--- src/rec_pkg.sv ---
`timescale 1ns / 1ps
// ----------------------------------------------------------------------------
// rec_pkg: shared types and constants of the roller eject controller
// Request and result payloads, per-roller state entry, configuration set,
// phase and command codes, register indexes and reset values.
// ----------------------------------------------------------------------------
package rec_pkg;

  localparam int unsigned NUM_ROLLERS_DEF = 15;

  localparam int unsigned CFG_IDX_W  = 3;
  localparam int unsigned CFG_DATA_W = 16;

  // Register indexes of the configuration port.
  localparam logic [CFG_IDX_W-1:0] REG_LOCATION_WINDOW = 3'd0;
  localparam logic [CFG_IDX_W-1:0] REG_RUN_TIME_MIN    = 3'd1;
  localparam logic [CFG_IDX_W-1:0] REG_RETRY_LIMIT     = 3'd2;
  localparam logic [CFG_IDX_W-1:0] REG_RETRY_INTERVAL  = 3'd3;
  localparam logic [CFG_IDX_W-1:0] REG_HEAD_LENGTH     = 3'd4;
  localparam logic [CFG_IDX_W-1:0] REG_ROLLER_LENGTH   = 3'd5;

  // Register reset values.
  localparam logic [7:0]  RST_LOCATION_WINDOW = 8'd5;
  localparam logic [15:0] RST_RUN_TIME_MIN    = 16'd500;
  localparam logic [9:0]  RST_RETRY_LIMIT     = 10'd400;
  localparam logic [15:0] RST_RETRY_INTERVAL  = 16'd50;
  localparam logic [15:0] RST_HEAD_LENGTH     = 16'd0;
  localparam logic [15:0] RST_ROLLER_LENGTH   = 16'd0;

  // Roller phases.
  localparam logic [1:0] PH_CHECK = 2'd0;
  localparam logic [1:0] PH_THROW = 2'd1;
  localparam logic [1:0] PH_JUDGE = 2'd2;
  localparam logic [1:0] PH_BACK  = 2'd3;

  // Drive commands.
  localparam logic [1:0] CMD_NONE = 2'd0;
  localparam logic [1:0] CMD_FWD  = 2'd1;
  localparam logic [1:0] CMD_BACK = 2'd2;

  // Ejection outcomes.
  localparam logic [1:0] OUT_NONE    = 2'd0;
  localparam logic [1:0] OUT_EJECTED = 2'd1;
  localparam logic [1:0] OUT_NO_ROT  = 2'd2;

  localparam logic [9:0] ATTEMPT_MAX = 10'd1023;

  // Bit position of the not-returned flag of roller r is r + RET_BIT_OFS.
  localparam logic [4:0] RET_BIT_OFS = 5'd15;

  localparam int unsigned BASE_W = 34;
  localparam int unsigned LEAD_W = 14;

  typedef struct packed {
    logic [3:0]  roller;
    logic        has_package;
    logic [31:0] target_grid;
    logic [7:0]  direction;
    logic [31:0] trolley_pos;
    logic [15:0] trolley_speed;
    logic        at_home;
    logic [31:0] now_ms;
  } rec_in_t;

  typedef struct packed {
    logic [1:0]  drive_cmd;
    logic [3:0]  drive_roller;
    logic [7:0]  drive_direction;
    logic [1:0]  outcome;
    logic [30:0] alarm_word;
    logic [1:0]  phase_now;
  } rec_out_t;

  typedef struct packed {
    logic [1:0]  phase;
    logic [9:0]  attempts;
    logic [31:0] run_stamp;
    logic [31:0] send_stamp;
  } roll_st_t;

  typedef struct packed {
    logic [7:0]  location_window;
    logic [15:0] run_time_min;
    logic [9:0]  retry_limit;
    logic [15:0] retry_interval;
    logic [15:0] head_length;
    logic [15:0] roller_length;
  } rec_cfg_t;

endpackage

--- src/rec_step.sv ---
`timescale 1ns / 1ps
// ----------------------------------------------------------------------------
// rec_step: one control step of one roller
// Finishes the target correction, runs the phase decision and produces the
// next state entry, the next alarm word and the result of the request.
// ----------------------------------------------------------------------------
module rec_step #(
  parameter int unsigned NUM_ROLLERS = rec_pkg::NUM_ROLLERS_DEF
) (
  input  rec_pkg::rec_in_t              item_i,
  input  logic [rec_pkg::BASE_W-1:0]    base_i,
  input  logic [rec_pkg::LEAD_W-1:0]    lead_i,
  input  rec_pkg::roll_st_t             st_i,
  input  logic [30:0]                   alarm_i,
  input  rec_pkg::rec_cfg_t             cfg_i,
  output logic                          roller_ok_o,
  output rec_pkg::roll_st_t             st_o,
  output logic [30:0]                   alarm_o,
  output rec_pkg::rec_out_t             res_o
);
  import rec_pkg::*;

  logic [BASE_W-1:0] diff;
  logic [31:0]       target;
  logic [32:0]       target_hi;
  logic              in_window;
  logic [31:0]       run_elapsed;
  logic [31:0]       send_elapsed;
  logic [4:0]        nr_pos;
  logic [4:0]        ret_pos;
  logic [30:0]       nr_bit;
  logic [30:0]       ret_bit;
  logic [1:0]        cmd;
  logic [1:0]        outcome;

  assign roller_ok_o = (item_i.roller != 4'd0) &&
                       ({28'd0, item_i.roller} <= 32'(NUM_ROLLERS));

  // Corrected target saturates at zero and at the top of the 32-bit range.
  assign diff = base_i - BASE_W'(lead_i);
  always_comb begin
    if (base_i <= BASE_W'(lead_i)) begin
      target = '0;
    end else if (diff[BASE_W-1:32] != '0) begin
      target = '1;
    end else begin
      target = diff[31:0];
    end
  end

  assign target_hi = {1'b0, target} + 33'(cfg_i.location_window);
  assign in_window = (item_i.trolley_pos >= target) &&
                     ({1'b0, item_i.trolley_pos} <= target_hi);

  assign run_elapsed  = item_i.now_ms - st_i.run_stamp;
  assign send_elapsed = item_i.now_ms - st_i.send_stamp;

  assign nr_pos  = {1'b0, item_i.roller} - 5'd1;
  assign ret_pos = {1'b0, item_i.roller} + RET_BIT_OFS;
  assign nr_bit  = 31'(1) << nr_pos;
  assign ret_bit = 31'(1) << ret_pos;

  always_comb begin
    st_o    = st_i;
    alarm_o = alarm_i;
    cmd     = CMD_NONE;
    outcome = OUT_NONE;
    case (st_i.phase)
      PH_CHECK: begin
        if (item_i.has_package) begin
          if (in_window) begin
            st_o.phase = PH_THROW;
          end
        end else if (!item_i.at_home) begin
          st_o.attempts = '0;
          st_o.phase    = PH_BACK;
        end
      end
      PH_THROW: begin
        cmd             = CMD_FWD;
        st_o.run_stamp  = item_i.now_ms;
        st_o.phase      = PH_JUDGE;
      end
      PH_JUDGE: begin
        if (run_elapsed >= {16'd0, cfg_i.run_time_min}) begin
          if (item_i.at_home) begin
            outcome    = OUT_NO_ROT;
            alarm_o    = alarm_i | nr_bit;
            st_o.phase = PH_CHECK;
          end else begin
            outcome    = OUT_EJECTED;
            alarm_o    = alarm_i & ~nr_bit;
            st_o.phase = PH_BACK;
          end
        end
      end
      PH_BACK: begin
        if (item_i.at_home) begin
          st_o.phase    = PH_CHECK;
          st_o.attempts = '0;
          alarm_o       = alarm_i & ~ret_bit;
        end else if (send_elapsed >= {16'd0, cfg_i.retry_interval}) begin
          st_o.send_stamp = item_i.now_ms;
          if (st_i.attempts < cfg_i.retry_limit) begin
            cmd = CMD_BACK;
          end else begin
            alarm_o = alarm_i | ret_bit;
          end
          if (st_i.attempts != ATTEMPT_MAX) begin
            st_o.attempts = st_i.attempts + 10'd1;
          end
        end
      end
      default: begin
        st_o = st_i;
      end
    endcase
  end

  always_comb begin
    if (roller_ok_o) begin
      res_o.drive_cmd       = cmd;
      res_o.drive_roller    = (cmd != CMD_NONE) ? item_i.roller : 4'd0;
      res_o.drive_direction = (cmd != CMD_NONE) ? item_i.direction : 8'd0;
      res_o.outcome         = outcome;
      res_o.alarm_word      = alarm_o;
      res_o.phase_now       = st_o.phase;
    end else begin
      res_o.drive_cmd       = CMD_NONE;
      res_o.drive_roller    = 4'd0;
      res_o.drive_direction = 8'd0;
      res_o.outcome         = OUT_NONE;
      res_o.alarm_word      = alarm_i;
      res_o.phase_now       = PH_CHECK;
    end
  end

endmodule

--- src/roller_eject_controller.sv ---
`timescale 1ns / 1ps
// ----------------------------------------------------------------------------
// roller_eject_controller: per-roller ejection sequencer of a sort trolley
// Corrects each request's target for roller position and trolley speed,
// steps the roller through check, throw, judge and back, issues drive
// commands and keeps the shared alarm word.
// ----------------------------------------------------------------------------
// One request is taken per clock cycle while the result side does not stall:
// the accepting edge registers the request together with the uncorrected
// target sum and the speed lead, and the edge that moves it on to the result
// register reads the roller's state entry, decides the step and writes the
// entry and the result register at the same time, so a request for the same
// roller in the next cycle already sees the updated state. The rate rests on
// the state table read-modify-write happening within that step. Configuration
// registers are written through their own port, which is always ready.
module roller_eject_controller #(
  parameter int unsigned NUM_ROLLERS = rec_pkg::NUM_ROLLERS_DEF
) (
  input  logic                               clk_i,
  input  logic                               rst_ni,
  input  logic                               in_valid_i,
  output logic                               in_stall_o,
  input  rec_pkg::rec_in_t                   in_data_i,
  output logic                               out_valid_o,
  input  logic                               out_stall_i,
  output rec_pkg::rec_out_t                  out_data_o,
  input  logic                               cfg_valid_i,
  output logic                               cfg_ready_o,
  input  logic [rec_pkg::CFG_IDX_W-1:0]      cfg_index_i,
  input  logic [rec_pkg::CFG_DATA_W-1:0]     cfg_data_i
);
  import rec_pkg::*;

  localparam int unsigned IdxW = (NUM_ROLLERS > 1) ? $clog2(NUM_ROLLERS) : 1;

  rec_cfg_t          cfg_q;
  roll_st_t          st_q [NUM_ROLLERS];
  logic [30:0]       alarm_q;

  logic              s1_valid_q;
  rec_in_t           s1_item_q;
  logic [BASE_W-1:0] s1_base_q;
  logic [LEAD_W-1:0] s1_lead_q;

  logic              out_valid_q;
  rec_out_t          out_q;

  logic              in_accept;
  logic              s1_fire;
  logic [BASE_W-1:0] base_d;
  logic [LEAD_W-1:0] lead_d;
  logic [16:0]       speed_up;
  logic [19:0]       pitch_ofs;
  logic [4:0]        idx_full;
  logic [IdxW-1:0]   rd_idx;
  roll_st_t          st_rd;
  roll_st_t          st_d;
  logic [30:0]       alarm_d;
  rec_out_t          res_d;
  logic              roller_ok;

  // ---------------- configuration ----------------
  assign cfg_ready_o = 1'b1;

  always_ff @(posedge clk_i or negedge rst_ni) begin
    if (!rst_ni) begin
      cfg_q.location_window <= RST_LOCATION_WINDOW;
      cfg_q.run_time_min    <= RST_RUN_TIME_MIN;
      cfg_q.retry_limit     <= RST_RETRY_LIMIT;
      cfg_q.retry_interval  <= RST_RETRY_INTERVAL;
      cfg_q.head_length     <= RST_HEAD_LENGTH;
      cfg_q.roller_length   <= RST_ROLLER_LENGTH;
    end else if (cfg_valid_i && cfg_ready_o) begin
      case (cfg_index_i)
        REG_LOCATION_WINDOW: cfg_q.location_window <= cfg_data_i[7:0];
        REG_RUN_TIME_MIN:    cfg_q.run_time_min    <= cfg_data_i;
        REG_RETRY_LIMIT:     cfg_q.retry_limit     <= cfg_data_i[9:0];
        REG_RETRY_INTERVAL:  cfg_q.retry_interval  <= cfg_data_i;
        REG_HEAD_LENGTH:     cfg_q.head_length     <= cfg_data_i;
        REG_ROLLER_LENGTH:   cfg_q.roller_length   <= cfg_data_i;
        default: begin
        end
      endcase
    end
  end

  // ---------------- handshake ----------------
  assign s1_fire    = s1_valid_q && (!out_valid_q || !out_stall_i);
  assign in_stall_o = s1_valid_q && !s1_fire;
  assign in_accept  = in_valid_i && !in_stall_o;

  // ---------------- input stage ----------------
  // The uncorrected sum needs 33 bits (kept in 34): a 32-bit grid plus two 16-bit terms,
  // one of them scaled by the roller number.
  assign speed_up  = {1'b0, in_data_i.trolley_speed} + 17'd7;
  assign lead_d    = speed_up[16:3];
  assign pitch_ofs = 20'(in_data_i.roller) * 20'(cfg_q.roller_length);
  assign base_d    = BASE_W'(in_data_i.target_grid) + BASE_W'(cfg_q.head_length) +
                     BASE_W'(pitch_ofs);

  always_ff @(posedge clk_i or negedge rst_ni) begin
    if (!rst_ni) begin
      s1_valid_q <= 1'b0;
    end else if (in_accept) begin
      s1_valid_q <= 1'b1;
    end else if (s1_fire) begin
      s1_valid_q <= 1'b0;
    end
  end

  always_ff @(posedge clk_i) begin
    if (in_accept) begin
      s1_item_q <= in_data_i;
      s1_base_q <= base_d;
      s1_lead_q <= lead_d;
    end
  end

  // ---------------- state table ----------------
  assign idx_full = {1'b0, s1_item_q.roller} - 5'd1;
  assign rd_idx   = roller_ok ? idx_full[IdxW-1:0] : '0;
  assign st_rd    = st_q[rd_idx];

  rec_step #(
    .NUM_ROLLERS(NUM_ROLLERS)
  ) u_step (
    .item_i     (s1_item_q),
    .base_i     (s1_base_q),
    .lead_i     (s1_lead_q),
    .st_i       (st_rd),
    .alarm_i    (alarm_q),
    .cfg_i      (cfg_q),
    .roller_ok_o(roller_ok),
    .st_o       (st_d),
    .alarm_o    (alarm_d),
    .res_o      (res_d)
  );

  always_ff @(posedge clk_i or negedge rst_ni) begin
    if (!rst_ni) begin
      for (int i = 0; i < NUM_ROLLERS; i++) begin
        st_q[i] <= '0;
      end
      alarm_q <= '0;
    end else if (s1_fire && roller_ok) begin
      st_q[rd_idx] <= st_d;
      alarm_q      <= alarm_d;
    end
  end

  // ---------------- result register ----------------
  always_ff @(posedge clk_i or negedge rst_ni) begin
    if (!rst_ni) begin
      out_valid_q <= 1'b0;
    end else if (s1_fire) begin
      out_valid_q <= 1'b1;
    end else if (!out_stall_i) begin
      out_valid_q <= 1'b0;
    end
  end

  always_ff @(posedge clk_i) begin
    if (s1_fire) begin
      out_q <= res_d;
    end
  end

  assign out_valid_o = out_valid_q;
  assign out_data_o  = out_q;

  // ---------------- assertions ----------------
  // A forward drive always leaves the roller waiting in the judge phase.
  assert property (@(posedge clk_i) disable iff (!rst_ni)
    (s1_fire && roller_ok && res_d.drive_cmd == CMD_FWD)
      |=> (st_q[$past(rd_idx)].phase == PH_JUDGE))
    else $error("forward drive did not move roller to judge");

  // An outcome is only decided in a step that sends no drive command.
  assert property (@(posedge clk_i) disable iff (!rst_ni)
    (out_valid_o && out_data_o.outcome != OUT_NONE)
      |-> (out_data_o.drive_cmd == CMD_NONE))
    else $error("outcome reported together with a drive command");

  // The input side stalls only while a request is held in the input stage.
  assert property (@(posedge clk_i) disable iff (!rst_ni)
    in_stall_o |-> (s1_valid_q && out_valid_q && out_stall_i))
    else $error("input stalled without a held request");

  // Bit 15 of the alarm word belongs to no roller.
  assert property (@(posedge clk_i) disable iff (!rst_ni)
    s1_fire |=> !alarm_q[15])
    else $error("unused alarm bit set");

  // A request with a bad roller number leaves the alarm word untouched.
  assert property (@(posedge clk_i) disable iff (!rst_ni)
    (s1_fire && !roller_ok) |=> $stable(alarm_q))
    else $error("bad roller request changed the alarm word");

endmodule

--- config.mk ---
export PLATFORM = sky130hd
export DESIGN_NAME = roller_eject_controller
export DESIGN_NICKNAME = d
export VERILOG_FILES = /design/src/rec_pkg.sv /design/src/rec_step.sv /design/src/roller_eject_controller.sv
export SDC_FILE = /design/constraint.sdc
export NUM_CORES = 2
export LEC_CHECK = 0
export BUFFER_PORTS_ARGS = -buffer_cell sky130_fd_sc_hd__buf_2
export CAP_MARGIN = 10
export CELL_PAD_IN_SITES_DETAIL_PLACEMENT = 0
export CELL_PAD_IN_SITES_GLOBAL_PLACEMENT = 1
export CORE_ASPECT_RATIO = 1.2
export CORE_UTILIZATION = 45
export DETAILED_ROUTE_END_ITERATION = 8
export GPL_TIMING_DRIVEN = 1
export PLACE_DENSITY_LB_ADDON = 0.1
export SYNTH_ARGS = -nofsm -noshare
export SYNTH_HDL_FRONTEND = slang
export SYNTH_SLANG_ARGS = --single-unit
--- constraint.sdc ---
create_clock -name clk_i -period 8 [get_ports clk_i]
set_clock_uncertainty 0.1 [all_clocks]
set_input_delay 0.8 -clock clk_i [delete_from_list [all_inputs] [get_ports clk_i]]
set_output_delay 0.8 -clock clk_i [all_outputs]
set_load 0.01 [all_outputs]
### After elaboration in Yosys (flattened, before gate mapping)

Index checks and enable logic that the tools add are counted.

| storage, ports and cells | value |
|---|---|
| flip-flop bits (word level) | 1,430 |
| latch bits | 0 |
| memory bits (writable) | 0 |
| bits in read-only memories | 0 |
| memories kept | 0 |
| word-level logic and storage cells | 187 |
| output and inout bits | 52 |

| operators by class | value |
|---|---|
| shift operators | 2 |
| $add $sub $neg | 10 |
| multiply operators | 1 |
| bitwise gates (word level) | 7 |
| magnitude comparators | 8 |
| mux-type cells | 41 |
| divide/modulo/power cells | 0 |
| reductions and logical operators | 25 |
| equal/unequal tests | 10 |

Operators with widths:

| kind | number |
|---|---|
| $bwmux 1140 | 1 |
| $bmux 76 s4 | 1 |
| $demux 76 s4 | 1 |
| $mux 76 | 3 |
| $mux 32 | 6 |
| $mux 31 | 5 |
| $ge 32x16->1 | 2 |
| $sub 32x32->32 | 2 |
| $and 31x31->31 | 2 |
| $not 31->31 | 2 |
| $or 31x31->31 | 2 |
| $pmux 31 s2 | 1 |
| $shl 1x5->31 const A | 2 |
| $mux 10 | 4 |
| $add 33x20->34 | 1 |
| $le 34x14->1 | 1 |
| $sub 34x14->34 | 1 |
| $add 32x16->33 | 1 |
| $add 32x8->33 | 1 |
| $le 32x33->1 | 1 |
| $mux 33 | 1 |
| $ge 32x32->1 | 1 |
| $mul 4x16->20 | 1 |
| $pmux 10 s2 | 1 |
| 30 further kinds | 60 |

### Longest topological paths before layout

| depth | value |
|---|---|
| word-level depth | 13 |
| depth in mapped cells | 41 |
| mapped depth without buffers | 38 |

### By module

A second synthesis with hierarchy kept.

| second synthesis, totals | value |
|---|---|
| cells, all modules | 6,250 |
| area, all modules | 75,920.3 um2 |

By module, submodules not included:

| module | instances | area an instance (um2) | cells each |
|---|---|---|---|
| roller_eject_controller | 1 | 64,600.7 | 4,528 |
| rec_step | 1 | 11,319.6 | 1,722 |

### Worst setup path before layout

No wires, ideal clock.

| timing | value |
|---|---|
| path kind | reg2reg |
| start | register s1_item_q[123] (netlist bit) |
| end | register st_q[836] (netlist bit) |
| arrival time | 7,449 ps |
| data required time | 7,772 ps |
| buffers on the path | 9 |
| path slack | 323 ps |
| setup time | 128 ps |
| stages on the path, launching flop included | 36 |
| cell sequence | edfxtp_1 > buf_4 > buf_2 > or2_2 > o21a_1 > buf_2 > buf_2 > buf_1 > clkbuf_1 > buf_2 > mux2i_1 > o21ai_0 > a21oi_1 > ha_1 > nor2b_1 > o31a_1 > o31a_1 > o21ai_0 > nand2b_1 > a21oi_1 > xnor2_1 > ha_1 > a21o_1 > a21oi_1 > o22ai_1 > or4_1 > or4_1 > nor4_2 > nand4_1 > a2111oi_4 > o2111ai_4 > nand2_2 > buf_6 > mux2i_1 > buf_2 > o21ai_1 |

| on the way | value |
|---|---|
| word-level cells in the longest chain between the ends | 12 |
| elaborated cells on any way between the ends | 20 |

RTL lines:

| item | RTL line | text |
|---|---|---|
| from (decl) | roller_eject_controller.sv:41 | `rec_in_t s1_item_q;` |
| from (signal assigned) | roller_eject_controller.sv:113 | `s1_item_q <= in_data_i;` |
| $sub 4x1->5 or $reduce_bool 4->1 (tied branches) | -- |  |
| $mux 4 | roller_eject_controller.sv:121 | `assign rd_idx = roller_ok ? idx_full[IdxW-1:0] : '0;` |
| $not 4->5 (implied by the code) | roller_eject_controller.sv:122, roller_eject_controller.sv:146 |  |
| $bmux 76 s4 | roller_eject_controller.sv:122 | `assign st_rd = st_q[rd_idx];` |
| $mux 76 (implied by the code) (2 in series) | roller_eject_controller.sv:122 |  |
| $sub 32x32->32 | rec_step.sv:56 | `assign send_elapsed = item_i.now_ms - st_i.send_stamp;` |
| $ge 32x16->1 | rec_step.sv:102 | `end else if (send_elapsed >= {16'd0, cfg_i.retry_interval}) begin` |
| $mux 32 | rec_step.sv:102 |  |
| $mux 32 | rec_step.sv:98 | `if (item_i.at_home) begin` |
| $mux 32 | rec_step.sv:68 | `case (st_i.phase)` |
| $bwmux 1140 | roller_eject_controller.sv:146 | `st_q[rd_idx] <= st_d;` |
| to (signal, indexed assignment) | roller_eject_controller.sv:146 |  |
| to (decl) | roller_eject_controller.sv:37 | `roll_st_t st_q [NUM_ROLLERS];` |

Parallel ways exist; a longest one is shown, timed or not. The select of a mux whose other input is x is not followed.
A chain may end at the register's enable or synchronous reset.

### Worst setup path in the final report

| timing | value |
|---|---|
| start | register s1_item_q[123] (netlist bit) |
| end | register st_q[987] (netlist bit) |

| on the way | value |
|---|---|
| word-level cells in the longest chain between the ends | 11 |
| elaborated cells on any way between the ends | 26 |

RTL lines:

| item | RTL line | text |
|---|---|---|
| $sub 4x1->5 or $reduce_bool 4->1 (tied branches) | -- |  |
| $mux 4 | roller_eject_controller.sv:121 |  |
| $not 4->5 (implied by the code) | roller_eject_controller.sv:122, roller_eject_controller.sv:146 |  |
| $bmux 76 s4 | roller_eject_controller.sv:122 |  |
| $mux 76 (implied by the code) (2 in series) | roller_eject_controller.sv:122 |  |
| $sub 32x32->32 | rec_step.sv:55 | `assign run_elapsed = item_i.now_ms - st_i.run_stamp;` |
| $ge 32x16->1 | rec_step.sv:85 | `if (run_elapsed >= {16'd0, cfg_i.run_time_min}) begin` |
| $mux 2 | rec_step.sv:85 |  |
| $pmux 2 s4 | rec_step.sv:68 |  |
| $bwmux 1140 | roller_eject_controller.sv:146 |  |

Parallel ways exist; a longest one is shown, timed or not. The select of a mux whose other input is x is not followed.

==> flow_metrics.tcl <==
set metrics [dict create \
    ys_types 107 \
    fmax_ghz 0.129 \
    num-fill-cells 14600 \
    gp_congestion 0.917 \
    clock_latency_ps 850 \
    multiInputGateArea_sq_mm 0.0329 \
    yosys_register_bits 1429 \
    viasPerCell 5.82 \
    start_kind "flip-flop" \
    ys_seq_area_frac 0.508 \
    clk_pin_slew_worst_paths_ps 70 \
    syn_to_final_growth_pct 16.1 \
    num_vias 59200 \
    grt_pass1_wl_mm 379 \
    fp-row-count 160 \
    drtIter0Drc 5266 \
    synth_top_cell_area_share 0.430 \
    leakagePower_nw 36.7 \
    min_period_ps 7720 \
    wl_per_cell_um 25.0 \
    power_frac_comb 0.327 \
    slew_headroom 0.162 \
    syn_area_sq_mm 0.0722 \
    pwr-share-clk 0.291 \
    yosysWarnings 0 \
    grt-ovfl-total 0 \
    layout.nets 8372 \
    grt_max_degree 180 \
    seq_power_share 0.382 \
    cpPeakStageDelay_ps 570 \
    crit_top_cell "buf_4" \
    syn-num-nets 8074 \
    cts_sinks 1429 \
    register_area_sq_mm 0.0366 \
    yosys_most_used_dff "dfrtp_1" \
    powerDensity_mw_per_mm2 301 \
    synth_edf_count 174 \
    worstSetupPathType "reg -> reg" \
    total_power_mw 25.2 \
    synth-async-reset-ratio 0.878 \
    hpwl_mm 167 \
    intPower_mw 16.4 \
    start_util 0.454 \
    ios 202 \
    clockBufferDepth 3 \
    core_sq_mm 0.159 \
    ir_drop_uv 203 \
    slew_viol_final 0 \
    first_pass_iters 7 \
    switching_share 0.349 \
    drive_above_1_share 0.154 \
    antenna_found_initial 12 \
    finalHoldViolations 0 \
    status "finished clean" \
    grt_pass1_vias 57800 \
    path_max_fanout 15 \
    switching_power_mw 8.79 \
    critPathArrivalTime_ps 8360 \
    fin_tns_setup_ps 0 \
    die_h_um 441 \
    cts_tree "yes" \
    die_area_sq_mm 0.162 \
    syn_area_per_cell_sq_um 9.45 \
    crit_buf_inv 11 \
    port_buffers 200 \
    drc_errors 0 \
    placedCellCount 9841 \
    post-route-period-util 0.966 \
    slowest_stage "a222oi_1" \
    holdWs_ps 52.0 \
    maxCapViolations 0 \
    worst_pin_slew_ps 1260 \
    yosys-top-cells-area "dfrtp_1 43%, o21ai_0 9.2%, nand2_1 8.4%" \
    track_usage 0.311 \
    setup_violations 0 \
    ctsHtreeMaxLevel 4 \
    die_w_um 368 \
    routed_wl_mm 254 \
    cp_top_family "compound AO/OA/AOI/OAI gates" \
    fin_cells 10200 \
    endpoint_kind "flip-flop" \
    required_ps 8630 \
    hold_class "in -> reg" \
    yosys.area.top_type "dfrtp_1" \
    drtAntennaViolNets 0 \
    cts-buffers-inserted 154 \
    syn_inst 7637 \
    cts_root_buffer "clkbuf_16" \
]
[Yosys cell counts, types with 51 or more instances]
library cell  number
nand2_1         1614
o21ai_0         1324
dfrtp_1         1241
a21oi_1          472
clkbuf_1         460
nor2_1           224
ha_1             221
inv_1            194
edfxtp_1         174
mux2_2           154
mux2i_1          109
a221o_1          101
xnor2_1           74
fa_1              66
nand3_1           65
o21ai_1           62
buf_2             61
a222oi_1          55
a21o_1            51
[path summary, 6_finish.rpt]
| path | cells past startpoint | startpoint | endpoint | slack, ps |
|---|---|---|---|---|
| setup / recovery | 34 | s1_item_q[123] | st_q[987] | 280 |
| hold / removal | 1 | in_data_i[62] | s1_item_q[62] | 50 |
| setup reg to reg | 34 | s1_item_q[123] | st_q[987] | 280 |
| hold reg to reg | 0 | alarm_q[15] | alarm_q[15] | 270 |
| max in group asynchronous | 4 | rst_ni | st_q[1069] | 5280 |
| min in group asynchronous | 2 | rst_ni | cfg_q[24] | 430 |
[repair_timing]
item	in CTS	in global routing
setup endpoints to repair	63	735
cloned	0	4
gates resized for setup	4	56
hold buffers	22	0
pin swaps	2	13
setup buffers	0	17
hold endpoints to repair	143	0
[logic make-up after synthesis]
logic type	synth area share
other cells	0.0000519
fa+ha+maj	0.0566
buf+inv	0.0428
mux	0.0420
flops	0.508
compound gates	0.207
xor+xnor	0.0149
simple gates	0.129
[placed cells by master, fill, tap and decap left out, drive strengths merged, types with 21 or more instances in the layout]
| cell type | n |
|---|---|
| nand2 | 1615 |
| o21ai | 1389 |
| dfrtp | 1241 |
| buf | 699 |
| a21oi | 476 |
| clkbuf | 229 |
| nor2 | 226 |
| ha | 221 |
| inv | 206 |
| edfxtp | 174 |
| mux2 | 167 |
| mux2i | 109 |
| a221o | 101 |
| xnor2 | 74 |
| fa | 66 |
| nand3 | 65 |
| a222oi | 55 |
| a21o | 51 |
| xor2 | 49 |
| a22o | 49 |
| and2 | 45 |
| a31oi | 43 |
| a211oi | 41 |
| nor2b | 40 |
| nor3 | 40 |
| nand2b | 36 |
| o22ai | 35 |
| clkinv | 34 |
| nand4 | 29 |
| o31ai | 29 |
| and3 | 29 |
| o211ai | 26 |
| o21a | 26 |
| a22oi | 25 |
| o221ai | 22 |
| dlygate4sd3 | 22 |
| nor4 | 21 |
[worst reg2reg max path: cells and delay by family (launching register included)]
kind | cells | cell delay (ps)
compound gates | 13 | 2860
xor+xnor | 1 | 150
fa+ha+maj | 2 | 540
buf+inv | 11 | 1870
flops | 1 | 450
mux | 1 | 220
simple gates | 6 | 1420
[sequential cells by signal (all words and copies together), names as in the netlist]
name and flops:
st_q 1140, cfg_q 82, s1_item_q 78, out_data_o 49
s1_base_q 33, alarm_q 31, s1_lead_q 14, out_valid_o 1
s1_valid_q 1
[layout make-up]
class / instances / area share
Antenna cell: 9 / 0.000269
Clock buffer: 226 / 0.0534
Clock inverter: 55 / 0.00826
Inverter: 198 / 0.00890
Multi-Input combinational cell: 5428 / 0.393
Sequential cell: 1429 / 0.437
Tap cell: 2106 / 0.0314
Timing Repair Buffer: 724 / 0.0673
[power groups by stage]
stage | Combinational (mW) | Clock (mW) | Sequential, mW
after floorplan | 5.27 | 0 | 9.53
after global placement | 7.98 | 0 | 9.71
after detailed placement | 8.11 | 0 | 9.75
after CTS | 8.16 | 7.47 | 9.63
after global routing | 9.19 | 7.73 | 9.80
final | 8.24 | 7.33 | 9.64
[metrics by stage]
stage | setup WS (ps) | cell area (sq um) | util
after floorplan | 323 | 72200 | -
after global placement | -52.0 | 77900 | 0.490
after detailed placement | -118 | 77900 | 0.490
after CTS | -16.2 | 83300 | 0.524
after global routing | -22.8 | 83800 | 0.527
final | 276 | 83800 | 0.527
[metal layers]
| metal | vias to the layer above | track usage | wire [um] |
|---|---|---|---|
| met2 | 1986 | 0.513 | 120000 |
| met3 | 438 | 0.0417 | 15600 |
| li1 | 27500 | - | - |
| met5 | - | 0 | 14 |
| met1 | 29200 | 0.415 | 108000 |
| met4 | 2 | 0.122 | 10100 |
Power figures use the tool's default switching activity.
